`config.mk`:
```
export PLATFORM = sky130hd
export DESIGN_NAME = ec_command_packet_framer_top_flat
export DESIGN_NICKNAME = d
export VERILOG_FILES = /design/src/rtl/ecf_pkg.sv /design/src/rtl/ecf_if.sv /design/src/rtl/ecf_front.sv /design/src/rtl/ecf_queue.sv /design/src/rtl/ecf_back.sv /design/src/rtl/ec_command_packet_framer_top.sv /design/src/flat_wrapper.sv
export VERILOG_INCLUDE_DIRS = /design/src /design/src/rtl
export SDC_FILE = /design/constraint.sdc
export NUM_CORES = 1
export LEC_CHECK = 0
export ABC_AREA = 1
export BUFFER_PORTS_ARGS = -buffer_cell sky130_fd_sc_hd__buf_2
export CAP_MARGIN = 20
export CORE_MARGIN = 2
export CORE_UTILIZATION = 55
export CTS_CLUSTER_SIZE = 12
export DETAILED_ROUTE_END_ITERATION = 10
export HOLD_SLACK_MARGIN = 0.08
export PLACE_DENSITY_LB_ADDON = 0.08
export RECOVER_POWER = 100
export SYNTH_ARGS = -nofsm -noshare
export SYNTH_HDL_FRONTEND = slang
export SYNTH_SLANG_ARGS = --single-unit
```
`constraint.sdc`:
```
create_clock -name clk -period 6.3 [get_ports clk]
set_input_delay 1.26 -clock clk [delete_from_list [all_inputs] [get_ports clk]]
set_output_delay 1.26 -clock clk [all_outputs]
set_load 0.005 [all_outputs]
```
`src/rtl/assert_macros.svh`:
```
// ----------------------------------------------------------------------------
// Assertion macros
// Concurrent assertion helpers, clocked and reset-qualified; compiled out for
// synthesis.
// ----------------------------------------------------------------------------
`ifndef ASSERT_MACROS_SVH
`define ASSERT_MACROS_SVH

`ifndef SYNTHESIS

// property must hold at every clock edge outside reset
`define ECF_ASSERT(lbl, clk, rst_n, prop) \
	lbl: assert property (@(posedge clk) disable iff (!(rst_n)) (prop)) \
		else $error("assertion failed");

// condition must never be true outside reset
`define ECF_ASSERT_NEVER(lbl, clk, rst_n, cond) \
	lbl: assert property (@(posedge clk) disable iff (!(rst_n)) !(cond)) \
		else $error("forbidden condition seen");

`else

`define ECF_ASSERT(lbl, clk, rst_n, prop)
`define ECF_ASSERT_NEVER(lbl, clk, rst_n, cond)

`endif

`endif

```
`src/rtl/ecf_pkg.sv`:
```
// ----------------------------------------------------------------------------
// ecf_pkg
// Shared codes, types and helpers of the command packet framer.
// ----------------------------------------------------------------------------
`default_nettype none

package ecf_pkg;

	// input operation codes
	localparam logic [1:0] OP_START   = 2'd0;
	localparam logic [1:0] OP_PAYLOAD = 2'd1;
	localparam logic [1:0] OP_RESP    = 2'd2;

	// result kinds
	localparam logic [1:0] KIND_REQ_BYTE = 2'd0;
	localparam logic [1:0] KIND_RSP_BYTE = 2'd1;
	localparam logic [1:0] KIND_STATUS   = 2'd2;

	// final status codes
	localparam logic [1:0] ST_OK      = 2'd0;
	localparam logic [1:0] ST_EC_ERR  = 2'd1;
	localparam logic [1:0] ST_BAD_SUM = 2'd2;

	localparam logic [7:0] VERSION_BASE_RST = 8'd220;
	localparam logic [7:0] MAX_LEN          = 8'd255;
	// result code + length byte + checksum
	localparam logic [8:0] HDR_BYTES        = 9'd3;

	// one classified input item: up to four results to emit
	typedef struct packed {
		logic [1:0]      cnt_m1;
		logic [1:0]      kind;
		logic [1:0]      status;
		logic [3:0][7:0] bytes;
	} ecf_job_t;

	function automatic logic [7:0] clamp_len(input logic [7:0] v);
		return (v > MAX_LEN) ? MAX_LEN : v;
	endfunction

endpackage

`default_nettype wire

```
`src/rtl/ecf_if.sv`:
```
// ----------------------------------------------------------------------------
// ecf_in_if / ecf_out_if
// Valid/ready channels for input items and result items.
// ----------------------------------------------------------------------------
`default_nettype none

interface ecf_in_if;
	logic       valid;
	logic       ready;
	logic [1:0] operation;
	logic [7:0] cmd_version;
	logic [7:0] command_code;
	logic [7:0] request_length;
	logic [7:0] response_length;
	logic [7:0] data_byte;

	modport source (
		output valid, operation, cmd_version, command_code,
		       request_length, response_length, data_byte,
		input  ready
	);
	modport sink (
		input  valid, operation, cmd_version, command_code,
		       request_length, response_length, data_byte,
		output ready
	);
endinterface

interface ecf_out_if;
	logic       valid;
	logic       ready;
	logic [1:0] item_kind;
	logic [7:0] out_byte;
	logic [1:0] status;
	logic       is_last;

	modport source (
		output valid, item_kind, out_byte, status, is_last,
		input  ready
	);
	modport sink (
		input  valid, item_kind, out_byte, status, is_last,
		output ready
	);
endinterface

`default_nettype wire

```
`src/rtl/ecf_front.sv`:
```
// ----------------------------------------------------------------------------
// ecf_front
// Accepts input items, tracks framing/deframing state and turns each item that
// yields output into a job of one to four results for the back end.
// ----------------------------------------------------------------------------
`default_nettype none

module ecf_front import ecf_pkg::*; (
	input  wire logic   clk,
	input  wire logic   arst_n,
	input  wire logic   cfg_wr_en,
	input  wire logic [7:0] cfg_wr_data,
	ecf_in_if.sink      item_in,
	input  wire logic   q_full,
	output logic        q_push,
	output ecf_job_t    q_job
);

	logic [7:0] version_base_q;
	logic [7:0] request_sum_q;
	logic [7:0] request_left_q;
	logic [7:0] response_sum_q;
	logic [7:0] response_len_q;
	logic [8:0] response_pos_q;
	logic       ec_error_q;
	logic       response_active_q;

	logic       accept;
	logic [7:0] hdr;
	logic [7:0] req_len;
	logic [7:0] pay_sum;
	logic [8:0] rsp_end;
	logic       rsp_take;
	logic       rsp_final;

	assign item_in.ready = !q_full;
	assign accept        = item_in.valid && item_in.ready;

	// shared arithmetic
	assign hdr       = version_base_q + item_in.cmd_version;
	assign req_len   = clamp_len(item_in.request_length);
	assign pay_sum   = request_sum_q + item_in.data_byte;
	assign rsp_end   = HDR_BYTES - 9'd1 + {1'b0, response_len_q};
	assign rsp_take  = response_active_q && (request_left_q == 8'd0);
	assign rsp_final = response_pos_q >= rsp_end;

	// classify the item into a job
	always_comb begin
		q_job  = '0;
		q_push = 1'b0;
		case (item_in.operation)
			OP_START: begin
				q_job.kind     = KIND_REQ_BYTE;
				q_job.bytes[0] = hdr;
				q_job.bytes[1] = item_in.command_code;
				q_job.bytes[2] = req_len;
				q_job.bytes[3] = hdr + item_in.command_code + req_len;
				q_job.cnt_m1   = (req_len == 8'd0) ? 2'd3 : 2'd2;
				q_push         = accept;
			end
			OP_PAYLOAD: begin
				q_job.kind     = KIND_REQ_BYTE;
				q_job.bytes[0] = item_in.data_byte;
				q_job.bytes[1] = pay_sum;
				q_job.cnt_m1   = (request_left_q == 8'd1) ? 2'd1 : 2'd0;
				q_push         = accept && (request_left_q != 8'd0);
			end
			OP_RESP: begin
				if (rsp_final) begin
					q_job.kind = KIND_STATUS;
					if (ec_error_q)
						q_job.status = ST_EC_ERR;
					else if (response_sum_q != item_in.data_byte)
						q_job.status = ST_BAD_SUM;
					else
						q_job.status = ST_OK;
					q_push = accept && rsp_take;
				end else begin
					q_job.kind     = KIND_RSP_BYTE;
					q_job.bytes[0] = item_in.data_byte;
					q_push         = accept && rsp_take && (response_pos_q >= 9'd2)
					                 && !ec_error_q;
				end
			end
			default: begin
				q_push = 1'b0;
			end
		endcase
	end

	// configuration register
	always_ff @(posedge clk or negedge arst_n) begin
		if (!arst_n) begin
			version_base_q <= VERSION_BASE_RST;
		end else if (cfg_wr_en) begin
			version_base_q <= cfg_wr_data;
		end
	end

	// exchange state
	always_ff @(posedge clk or negedge arst_n) begin
		if (!arst_n) begin
			request_sum_q     <= '0;
			request_left_q    <= '0;
			response_sum_q    <= '0;
			response_len_q    <= '0;
			response_pos_q    <= '0;
			ec_error_q        <= 1'b0;
			response_active_q <= 1'b0;
		end else if (accept) begin
			case (item_in.operation)
				OP_START: begin
					request_sum_q     <= hdr + item_in.command_code + req_len;
					request_left_q    <= req_len;
					response_len_q    <= clamp_len(item_in.response_length);
					response_sum_q    <= '0;
					response_pos_q    <= '0;
					ec_error_q        <= 1'b0;
					response_active_q <= 1'b1;
				end
				OP_PAYLOAD: begin
					if (request_left_q != 8'd0) begin
						request_sum_q  <= pay_sum;
						request_left_q <= request_left_q - 8'd1;
					end
				end
				OP_RESP: begin
					if (rsp_take) begin
						if (rsp_final) begin
							response_active_q <= 1'b0;
							response_pos_q    <= '0;
						end else begin
							if ((response_pos_q == 9'd0) && (item_in.data_byte != 8'd0))
								ec_error_q <= 1'b1;
							response_sum_q <= response_sum_q + item_in.data_byte;
							response_pos_q <= response_pos_q + 9'd1;
						end
					end
				end
				default: begin
					response_active_q <= response_active_q;
				end
			endcase
		end
	end

endmodule

`default_nettype wire

```
`src/rtl/ecf_queue.sv`:
```
// ----------------------------------------------------------------------------
// ecf_queue
// Small job FIFO between front and back end.
// ----------------------------------------------------------------------------
`default_nettype none

`include "assert_macros.svh"

module ecf_queue import ecf_pkg::*; #(
	parameter int DEPTH = 4
) (
	input  wire logic     clk,
	input  wire logic     arst_n,
	input  wire logic     push,
	input  wire ecf_job_t push_job,
	output logic          full,
	input  wire logic     pop,
	output logic          not_empty,
	output ecf_job_t      head_job
);

	localparam int AW = (DEPTH > 1) ? $clog2(DEPTH) : 1;
	localparam int CW = $clog2(DEPTH + 1);

	ecf_job_t        mem_q [DEPTH];
	logic [AW-1:0]   wr_ptr_q;
	logic [AW-1:0]   rd_ptr_q;
	logic [CW-1:0]   count_q;
	logic            do_push;
	logic            do_pop;

	assign full      = (count_q == CW'(DEPTH));
	assign not_empty = (count_q != '0);
	assign head_job  = mem_q[rd_ptr_q];
	assign do_push   = push && !full;
	assign do_pop    = pop && not_empty;

	// storage
	always_ff @(posedge clk) begin
		if (do_push) begin
			mem_q[wr_ptr_q] <= push_job;
		end
	end

	// pointers and fill count
	always_ff @(posedge clk or negedge arst_n) begin
		if (!arst_n) begin
			wr_ptr_q <= '0;
			rd_ptr_q <= '0;
			count_q  <= '0;
		end else begin
			if (do_push)
				wr_ptr_q <= (wr_ptr_q == AW'(DEPTH - 1)) ? '0 : wr_ptr_q + AW'(1);
			if (do_pop)
				rd_ptr_q <= (rd_ptr_q == AW'(DEPTH - 1)) ? '0 : rd_ptr_q + AW'(1);
			if (do_push && !do_pop)
				count_q <= count_q + CW'(1);
			else if (do_pop && !do_push)
				count_q <= count_q - CW'(1);
		end
	end

	`ECF_ASSERT(a_count_bound, clk, arst_n, count_q <= CW'(DEPTH))
	`ECF_ASSERT_NEVER(a_pop_empty, clk, arst_n, pop && !not_empty)

endmodule

`default_nettype wire

```
`src/rtl/ecf_back.sv`:
```
// ----------------------------------------------------------------------------
// ecf_back
// Takes jobs from the queue and emits their results one per cycle, while a job
// is loaded and the output is not stalled, into a registered output stage.
// ----------------------------------------------------------------------------
`default_nettype none

`include "assert_macros.svh"

module ecf_back import ecf_pkg::*; (
	input  wire logic     clk,
	input  wire logic     arst_n,
	input  wire logic     q_not_empty,
	input  wire ecf_job_t q_head,
	output logic          q_pop,
	ecf_out_if.source     item_out
);

	ecf_job_t   job_q;
	logic       job_valid_q;
	logic [1:0] idx_q;
	logic       out_valid_q;
	logic [1:0] out_kind_q;
	logic [7:0] out_byte_q;
	logic [1:0] out_status_q;
	logic       out_last_q;

	logic emit;
	logic last;

	assign emit  = job_valid_q && (!out_valid_q || item_out.ready);
	assign last  = (idx_q == job_q.cnt_m1);
	assign q_pop = q_not_empty && (!job_valid_q || (emit && last));

	// current job
	always_ff @(posedge clk or negedge arst_n) begin
		if (!arst_n) begin
			job_valid_q <= 1'b0;
			idx_q       <= '0;
		end else if (q_pop) begin
			job_valid_q <= 1'b1;
			idx_q       <= '0;
		end else if (emit) begin
			if (last)
				job_valid_q <= 1'b0;
			else
				idx_q <= idx_q + 2'd1;
		end
	end

	always_ff @(posedge clk) begin
		if (q_pop) begin
			job_q <= q_head;
		end
	end

	// output stage
	always_ff @(posedge clk or negedge arst_n) begin
		if (!arst_n) begin
			out_valid_q <= 1'b0;
		end else if (emit) begin
			out_valid_q <= 1'b1;
		end else if (item_out.ready) begin
			out_valid_q <= 1'b0;
		end
	end

	always_ff @(posedge clk) begin
		if (emit) begin
			out_kind_q   <= job_q.kind;
			out_byte_q   <= job_q.bytes[idx_q];
			out_status_q <= job_q.status;
			out_last_q   <= last;
		end
	end

	assign item_out.valid     = out_valid_q;
	assign item_out.item_kind = out_kind_q;
	assign item_out.out_byte  = out_byte_q;
	assign item_out.status    = out_status_q;
	assign item_out.is_last   = out_last_q;

	`ECF_ASSERT(a_idx_range, clk, arst_n, job_valid_q |-> (idx_q <= job_q.cnt_m1))
	`ECF_ASSERT(a_job_done, clk, arst_n, (emit && last && !q_pop) |=> !job_valid_q)

endmodule

`default_nettype wire

```
`src/rtl/ec_command_packet_framer_top.sv`:
```
// An item's first result passes the job queue, job register and output register.
// The back end emits one result per cycle while the output is not stalled; a start
// item yields 3 or 4 results, a payload item 1 or 2, a response byte at most 1.
// Input items are taken one per cycle while the job queue (QUEUE_DEPTH) has room.
// Reset (arst_n, async, active low): idle, sums/counters cleared, version_base = 220.
// ----------------------------------------------------------------------------
// ec_command_packet_framer_top
// Embedded controller command framer and response deframer, one byte a step.
// ----------------------------------------------------------------------------
`default_nettype none

module ec_command_packet_framer_top import ecf_pkg::*; #(
	parameter int QUEUE_DEPTH = 4
) (
	input  wire logic   clk,
	input  wire logic   arst_n,
	input  wire logic   cfg_wr_en,
	input  wire logic [7:0] cfg_wr_data,
	ecf_in_if.sink      item_in,
	ecf_out_if.source   item_out
);

	logic     q_push;
	logic     q_full;
	logic     q_pop;
	logic     q_not_empty;
	ecf_job_t q_in_job;
	ecf_job_t q_head;

	// classify and track state
	ecf_front u_front (
		.clk         (clk),
		.arst_n      (arst_n),
		.cfg_wr_en   (cfg_wr_en),
		.cfg_wr_data (cfg_wr_data),
		.item_in     (item_in),
		.q_full      (q_full),
		.q_push      (q_push),
		.q_job       (q_in_job)
	);

	// decoupling queue
	ecf_queue #(
		.DEPTH (QUEUE_DEPTH)
	) u_queue (
		.clk       (clk),
		.arst_n    (arst_n),
		.push      (q_push),
		.push_job  (q_in_job),
		.full      (q_full),
		.pop       (q_pop),
		.not_empty (q_not_empty),
		.head_job  (q_head)
	);

	// emit results
	ecf_back u_back (
		.clk         (clk),
		.arst_n      (arst_n),
		.q_not_empty (q_not_empty),
		.q_head      (q_head),
		.q_pop       (q_pop),
		.item_out    (item_out)
	);

endmodule

`default_nettype wire
```
`src/flat_wrapper.sv`:
```
// flat-port wrapper written by rule: the top's interface ports become plain ports
module ec_command_packet_framer_top_flat import ecf_pkg::*;
#(
	parameter int QUEUE_DEPTH = 4
)
  (clk, arst_n, cfg_wr_en, cfg_wr_data, item_in_valid, item_in_operation, item_in_cmd_version, item_in_command_code, item_in_request_length, item_in_response_length, item_in_data_byte, item_in_ready, item_out_valid, item_out_item_kind, item_out_out_byte, item_out_status, item_out_is_last, item_out_ready);
  ecf_in_if item_in_i ();
  ecf_out_if item_out_i ();
  input  wire logic clk;
  input  wire logic arst_n;
  input  wire logic cfg_wr_en;
  input  wire logic [7:0] cfg_wr_data;
  input wire logic [$bits(item_in_i.valid)-1:0] item_in_valid;
  input wire logic [$bits(item_in_i.operation)-1:0] item_in_operation;
  input wire logic [$bits(item_in_i.cmd_version)-1:0] item_in_cmd_version;
  input wire logic [$bits(item_in_i.command_code)-1:0] item_in_command_code;
  input wire logic [$bits(item_in_i.request_length)-1:0] item_in_request_length;
  input wire logic [$bits(item_in_i.response_length)-1:0] item_in_response_length;
  input wire logic [$bits(item_in_i.data_byte)-1:0] item_in_data_byte;
  output wire logic [$bits(item_in_i.ready)-1:0] item_in_ready;
  output wire logic [$bits(item_out_i.valid)-1:0] item_out_valid;
  output wire logic [$bits(item_out_i.item_kind)-1:0] item_out_item_kind;
  output wire logic [$bits(item_out_i.out_byte)-1:0] item_out_out_byte;
  output wire logic [$bits(item_out_i.status)-1:0] item_out_status;
  output wire logic [$bits(item_out_i.is_last)-1:0] item_out_is_last;
  input wire logic [$bits(item_out_i.ready)-1:0] item_out_ready;
  assign item_in_i.valid = item_in_valid;
  assign item_in_i.operation = item_in_operation;
  assign item_in_i.cmd_version = item_in_cmd_version;
  assign item_in_i.command_code = item_in_command_code;
  assign item_in_i.request_length = item_in_request_length;
  assign item_in_i.response_length = item_in_response_length;
  assign item_in_i.data_byte = item_in_data_byte;
  assign item_in_ready = item_in_i.ready;
  assign item_out_valid = item_out_i.valid;
  assign item_out_item_kind = item_out_i.item_kind;
  assign item_out_out_byte = item_out_i.out_byte;
  assign item_out_status = item_out_i.status;
  assign item_out_is_last = item_out_i.is_last;
  assign item_out_i.ready = item_out_ready;
  ec_command_packet_framer_top #(.QUEUE_DEPTH(QUEUE_DEPTH)) u_core (.clk(clk), .arst_n(arst_n), .cfg_wr_en(cfg_wr_en), .cfg_wr_data(cfg_wr_data), .item_in(item_in_i), .item_out(item_out_i));
endmodule
```
# --- Word-level counts from Yosys, hierarchy flattened ---
# Memories as Yosys holds them, arrays and structs flattened. A register that Yosys moved wholly into a read port is not among the register bits.
# Cells that the tools add are included.
# W data, S select, Z words.
totals:
  memories: 1
  input_bits: 55
  regBits: 75
  wordCells: 144
  output_inout_bits: 15
  ramBits: 152
op_classes:
  n_reduce_logical: 43
  eq_ne: 14
  addsub: 13
  mux: 50
  order_cmp: 5
mem_list:
  columns: ["memory", "words", "word_bits", "rd", "rd_ports_with_merged_regs", "wr", "line_no", "text"]
  rows:
  - ["u_core.u_queue.mem_q", 4, 38, 1, 1, 1, "ecf_queue.sv:25", "ecf_job_t mem_q [DEPTH];"]
ops:
  columns: ["cell", "n"]
  rows:
  - ["$mux W8", 8]
  - ["$pmux W8 S2", 4]
  - ["$add A8 B8 Y8", 5]
  - ["$pmux W8 S3", 1]
  - ["$mux W2", 11]
  - ["$mux W9", 2]
  - ["$pmux W9 S2", 1]
  - ["$bmux W8 S2", 1]
  - ["$gt A8 B8 Y1 const B", 2]
  - ["$logic_not A8 Y1", 2]
  - ["$mux W16", 1]
  - ["$reduce_bool A8 Y1", 2]
  - ["$mux W1", 15]
  - ["$logic_and A1 B1 Y1", 14]
  - ["$reduce_bool A2 Y1", 6]
  - ["$ne A2 B2 Y1 const B", 5]
  - ["$add A2 B8 Y9 const A", 1]
  - ["$add A9 B1 Y9 const B", 1]
  - ["$ge A9 B2 Y1 const B", 1]
  - ["$ge A9 B9 Y1", 1]
  - ["$logic_not A9 Y1", 1]
  - ["$eq A8 B1 Y1 const B", 1]
  - ["$ne A8 B8 Y1", 1]
  - ["$reduce_and A4 Y1", 2]
  - ["other kinds (21)", 36]

# --- Longest topological paths before layout ---
depth:
  depth_word: 13
  depth_mapped: 25
  mapped_depth_nobuf: 25

# --- Hierarchy ---
# Synthesis repeated with hierarchy kept, for this count alone.
hier_totals:
  cells_unflattened: 1293
  area_unflattened_um2: 13414.1
by_module_without_submodules:
  columns: ["mod", "area_each_um2", "cells_each", "n_inst"]
  rows:
  - ["ecf_queue", 6636.4, 503, 1]
  - ["ecf_front", 4730.8, 659, 1]
  - ["ecf_back", 2047.0, 131, 1]

# --- Worst setup path after synthesis ---
# No wires, ideal clock.
synth_timing:
  path_type: "input -> register"
  start: "input item_in_valid"
  end: "memory u_core.u_queue.mem_q[1][0] (netlist name), enable pin"
  slack_ns: 1.162
  cell_stages: 4
  arrival_ns: 4.646
  path_buffers: 1
  path_cell_list: "a21boi_4 nand3_2 buf_2 a21boi_0"
synth_via:
  elab_chain_cells: 9
synth_rtl:
  columns: ["item", "line_no", "text"]
  rows:
  - ["start: declaration", "flat_wrapper.sv:13", "input wire logic [$bits(item_in_i.valid)-1:0] item_in_valid;"]
  - ["$logic_and A1 B1 Y1 *", "ecf_front.sv:37", "assign accept = item_in.valid && item_in.ready;"]
  - ["$logic_and A1 B1 Y1", "ecf_front.sv:77, ecf_front.sv:81", null]
  - ["$logic_and A1 B1 Y1", "ecf_front.sv:81", "q_push = accept && rsp_take && (response_pos_q >= 9'd2)"]
  - ["$logic_and A1 B1 Y1", "ecf_front.sv:82", "&& !ec_error_q;"]
  - ["$mux W1", "ecf_front.sv:69", "if (rsp_final) begin"]
  - ["$pmux W1 S3 *", "ecf_front.sv:51", "case (item_in.operation)"]
  - ["$logic_and A1 B1 Y1 *", "ecf_queue.sv:35", "assign do_push = push && !full;"]
  - ["$mux W1 *", "ecf_queue.sv:40", "if (do_push) begin"]
  - ["$mux W1 (implied by the code) *", "ecf_queue.sv:41", "mem_q[wr_ptr_q] <= push_job;"]
  - ["end: declaration", "ecf_queue.sv:25", null]
# Mark *: on every way between the ends. The rest lies on a longest branch, timed or not.

# --- Final worst setup path ---
layout_timing:
  start: "register u_core.u_front.response_len_q[1]"
  end: "memory u_core.u_queue.mem_q[3][16] (netlist name), enable pin"
layout_via:
  elab_chain_cells: 7
layout_rtl:
  columns: ["item", "line_no", "text"]
  rows:
  - ["start: declaration", "ecf_front.sv:23", "logic [7:0] response_len_q;"]
  - ["start signal: assignment", "ecf_front.sv:115", "response_len_q <= clamp_len(item_in.response_length);"]
  - ["$add A2 B8 Y9", "ecf_front.sv:43", "assign rsp_end = HDR_BYTES - 9'd1 + {1'b0, response_len_q};"]
  - ["$ge A9 B9 Y1", "ecf_front.sv:45", "assign rsp_final = response_pos_q >= rsp_end;"]
  - ["$mux W1", "ecf_front.sv:69", null]
  - ["$pmux W1 S3", "ecf_front.sv:51", null]
  - ["$logic_and A1 B1 Y1", "ecf_queue.sv:35", null]
  - ["$mux W1", "ecf_queue.sv:40", null]
  - ["$mux W1 (implied by the code)", "ecf_queue.sv:41", null]
# Every way passes these cells.

==> qor.yml <==
status:
  status: "complete, but fails checks"
  violations: "capacitance limit, slew limit"
sta:
  rsz0062_at_grt: "no"
  clock_skew_ns: 0.0128
  maxSlewHeadroom: -1.42
  fmax_mhz: 208
  fin_ws_ns: 1.49
  holdWs_ns: 0.417
  fin_crit_ns: 4.81
  tns_ns: 0
  timing.final.crit_share: 0.763
  worstMarginPinSlew_ns: 3.62
  finalSetupViolations: 0
  finalHoldViolCount: 0
  slew_violations: 221
placed_design:
  place_inst: 1454
  placed_area_sq_um: 13100
  place_congestion: 0.925
  port_buffers: 69
  post-place-ws_ns: 1.80
  hpwl_um: 17900
synthesis:
  ys_seq_area_frac: 0.614
  syn-instance-count: 1129
  synthesis.nets: 1244
  ys_ff_latch: 265
  synth_cell_type_count: 44
  synthFlopType: "edfxtp_1"
  synth_area_sq_um: 12500
  yosys-top-cells-area: "edfxtp_1 (49%), dfrtp_1 (11%), o21ai_0 (5.3%)"
  netlist.area_leader.share: 0.489
  ys_warn_count: 0
  avgSynthCellArea_sq_um: 11.0
  async_reset_ff_frac: 0.234
  synth_edf_count: 203
  yosysTopAreaCell: "edfxtp_1"
power:
  finalPower_mw: 6.07
  p_per_area_nw_per_um2: 435
  switching_share: 0.339
  seq_power_share: 0.428
  comb_power_share: 0.301
  ir_drop_uv: 252
  clockPowerShare: 0.270
  p_leak_nw: 5.62
  p_int_mw: 4.01
  switchingPower_mw: 2.06
cts:
  cts_tree: "built"
  cts_buffer_depth: 3
  numCtsBuffers: 29
  cts_setup_buffers: 0
  cts.repair.resized: 0
  cts.htree.levels: 1
  insertion_delay_ns: 0.54
  cts_sinks: 265
  root_buffer: "clkbuf_16"
  clkTransAtPathRegs_ns: 0.06
  hold_buffers: 0
drt:
  ant_nets: 0
  drc_errors: 0
  vias: 8423
  dr.pass1.iters: 5
  drtIter0Drc: 692
  routedWlPerCell_um: 18.2
  vias_per_cell: 5.60
  wirelength_um: 27500
die:
  die_w_um: 155
  initial_core_util: 0.556
  die_h_um: 155
  num_rows: 55
  ios: 70
  core_sq_um: 22400
  die_area_sq_um: 23900
finish:
  final_core_util: 0.623
  syn2layout_area_growth_pct: 12.1
  reg_top3: "u_core.u_queue.mem_q: 152 flops, u_core.u_back.job_q: 38 flops, u_core.u_front.response_pos_q: 9 flops"
  largest_reg_flops: 152
  largest_register: "u_core.u_queue.mem_q"
  nNetsFinal: 1315
  multi_input_area_sq_um: 4250
  instances_no_fill: 1505
  drive_gt1_frac: 0.126
  regArea_sq_um: 7660
  diodes: 0
  final_cell_mix: "edfxtp_1 (203), nor2_1 (147), o21ai_0 (137)"
  final_common_cell: "edfxtp_1"
  final_cell_area_sq_um: 14000
  fillers: 1837
global_routing:
  antenna_found_initial: 0
  grt.total_usage: 0.236
  grt_max_degree: 80
  grt_pass1_wl_um: 44000
  grt_pass1_vias: 8121
  grt_overflow: 0
setup_path:
  crit_chain: "nand4_1 -> inv_1 -> a21oi_1 -> or2_2 -> ha_1 -> a21oi_1 -> o21a_1 -> nand4_1 -> o21ai_0 -> a21boi_0 -> clkbuf_2"
  critPathArrivalTime_ns: 4.87
  cpPeakStageDelay_ns: 1.10
  required_ns: 6.36
  crit_path_end_kind: "register"
  worstSetupPathType: "reg -> reg"
  cp-start-kind: "register"
  worst-path-buf-inv: 2
  crit_family: "compound AO/OA/AOI/OAI gates"
  crit_path_top_delay_cell: "o21ai_0"
  critPathMaxFanout: 33
flow_run:
  cap_violations: 3
hold_path:
  hold_path.class: "reg -> reg"
## worst paths after layout
kind                                                  startpoint                                   to  slack [ns]  depth (start not counted)
max in group asynchronous                                 arst_n           u_core.u_queue.rd_ptr_q[1]        1.97                          2
worst min-delay path                     u_core.u_back.job_q[34]  u_core.u_back.item_out.item_kind[0]        0.42                          0
min in group asynchronous                                 arst_n               u_core.u_back.idx_q[0]        2.04                          2
worst min register to register           u_core.u_back.job_q[34]  u_core.u_back.item_out.item_kind[0]        0.42                          0
worst max register to register  u_core.u_front.response_len_q[1]          u_core.u_queue.mem_q[3][16]        1.49                         11
worst max-delay path            u_core.u_front.response_len_q[1]          u_core.u_queue.mem_q[3][16]        1.49                         11
## cells in the mapped netlist, drive strengths merged (2+ instances only)
library cell,n
a21boi,6
a21oi,37
a31oi,5
and3,2
buf,9
clkbuf,31
dfrtp,57
dfstp,5
edfxtp,203
fa,12
ha,48
inv,106
mux2,17
nand2,134
nand3,40
nand3b,2
nand4,13
nor2,152
nor3,6
nor3b,3
nor4,2
o211ai,6
o21ai,141
o21bai,2
o22ai,55
or2,5
xnor2,10
xor2,15
## cell families after synthesis
logic type | count (synthesis) | share of synthesized area
XOR/XNOR | 25 | 0.0176
AND/OR/NAND/NOR | 359 | 0.125
buffers and inverters | 146 | 0.0459
flip-flops | 265 | 0.614
adder cells (fa/ha/maj) | 60 | 0.0674
multiplexers | 17 | 0.0154
AO/OA/AOI/OAI | 257 | 0.115
## routing by layer
layer	up-vias	GRT usage	wire [um]
met4	0	0.0578	628
met1	4031	0.349	12900
li1	4106	-	-
met2	242	0.374	12400
met5	-	0	0
met3	44	0.0353	1550
## power by group through the flow
stage / Sequential (mW) / Combinational [mW] / Clock [mW]
after floorplan: 2.56 / 1.34 / 0
after global placement: 2.62 / 1.80 / 0
after detailed placement: 2.63 / 1.85 / 0
after CTS: 2.60 / 1.85 / 1.67
after global routing: 2.64 / 2.10 / 1.75
final: 2.60 / 1.83 / 1.64
## layout make-up
type	count	area share
Sequential cell	265	0.548
Multi-Input combinational cell	718	0.304
Clock buffer	39	0.0560
Inverter	106	0.0285
Timing Repair Buffer	80	0.0279
Tap cell	285	0.0255
Clock inverter	12	0.0100
Power figures use the tool's default switching activity.
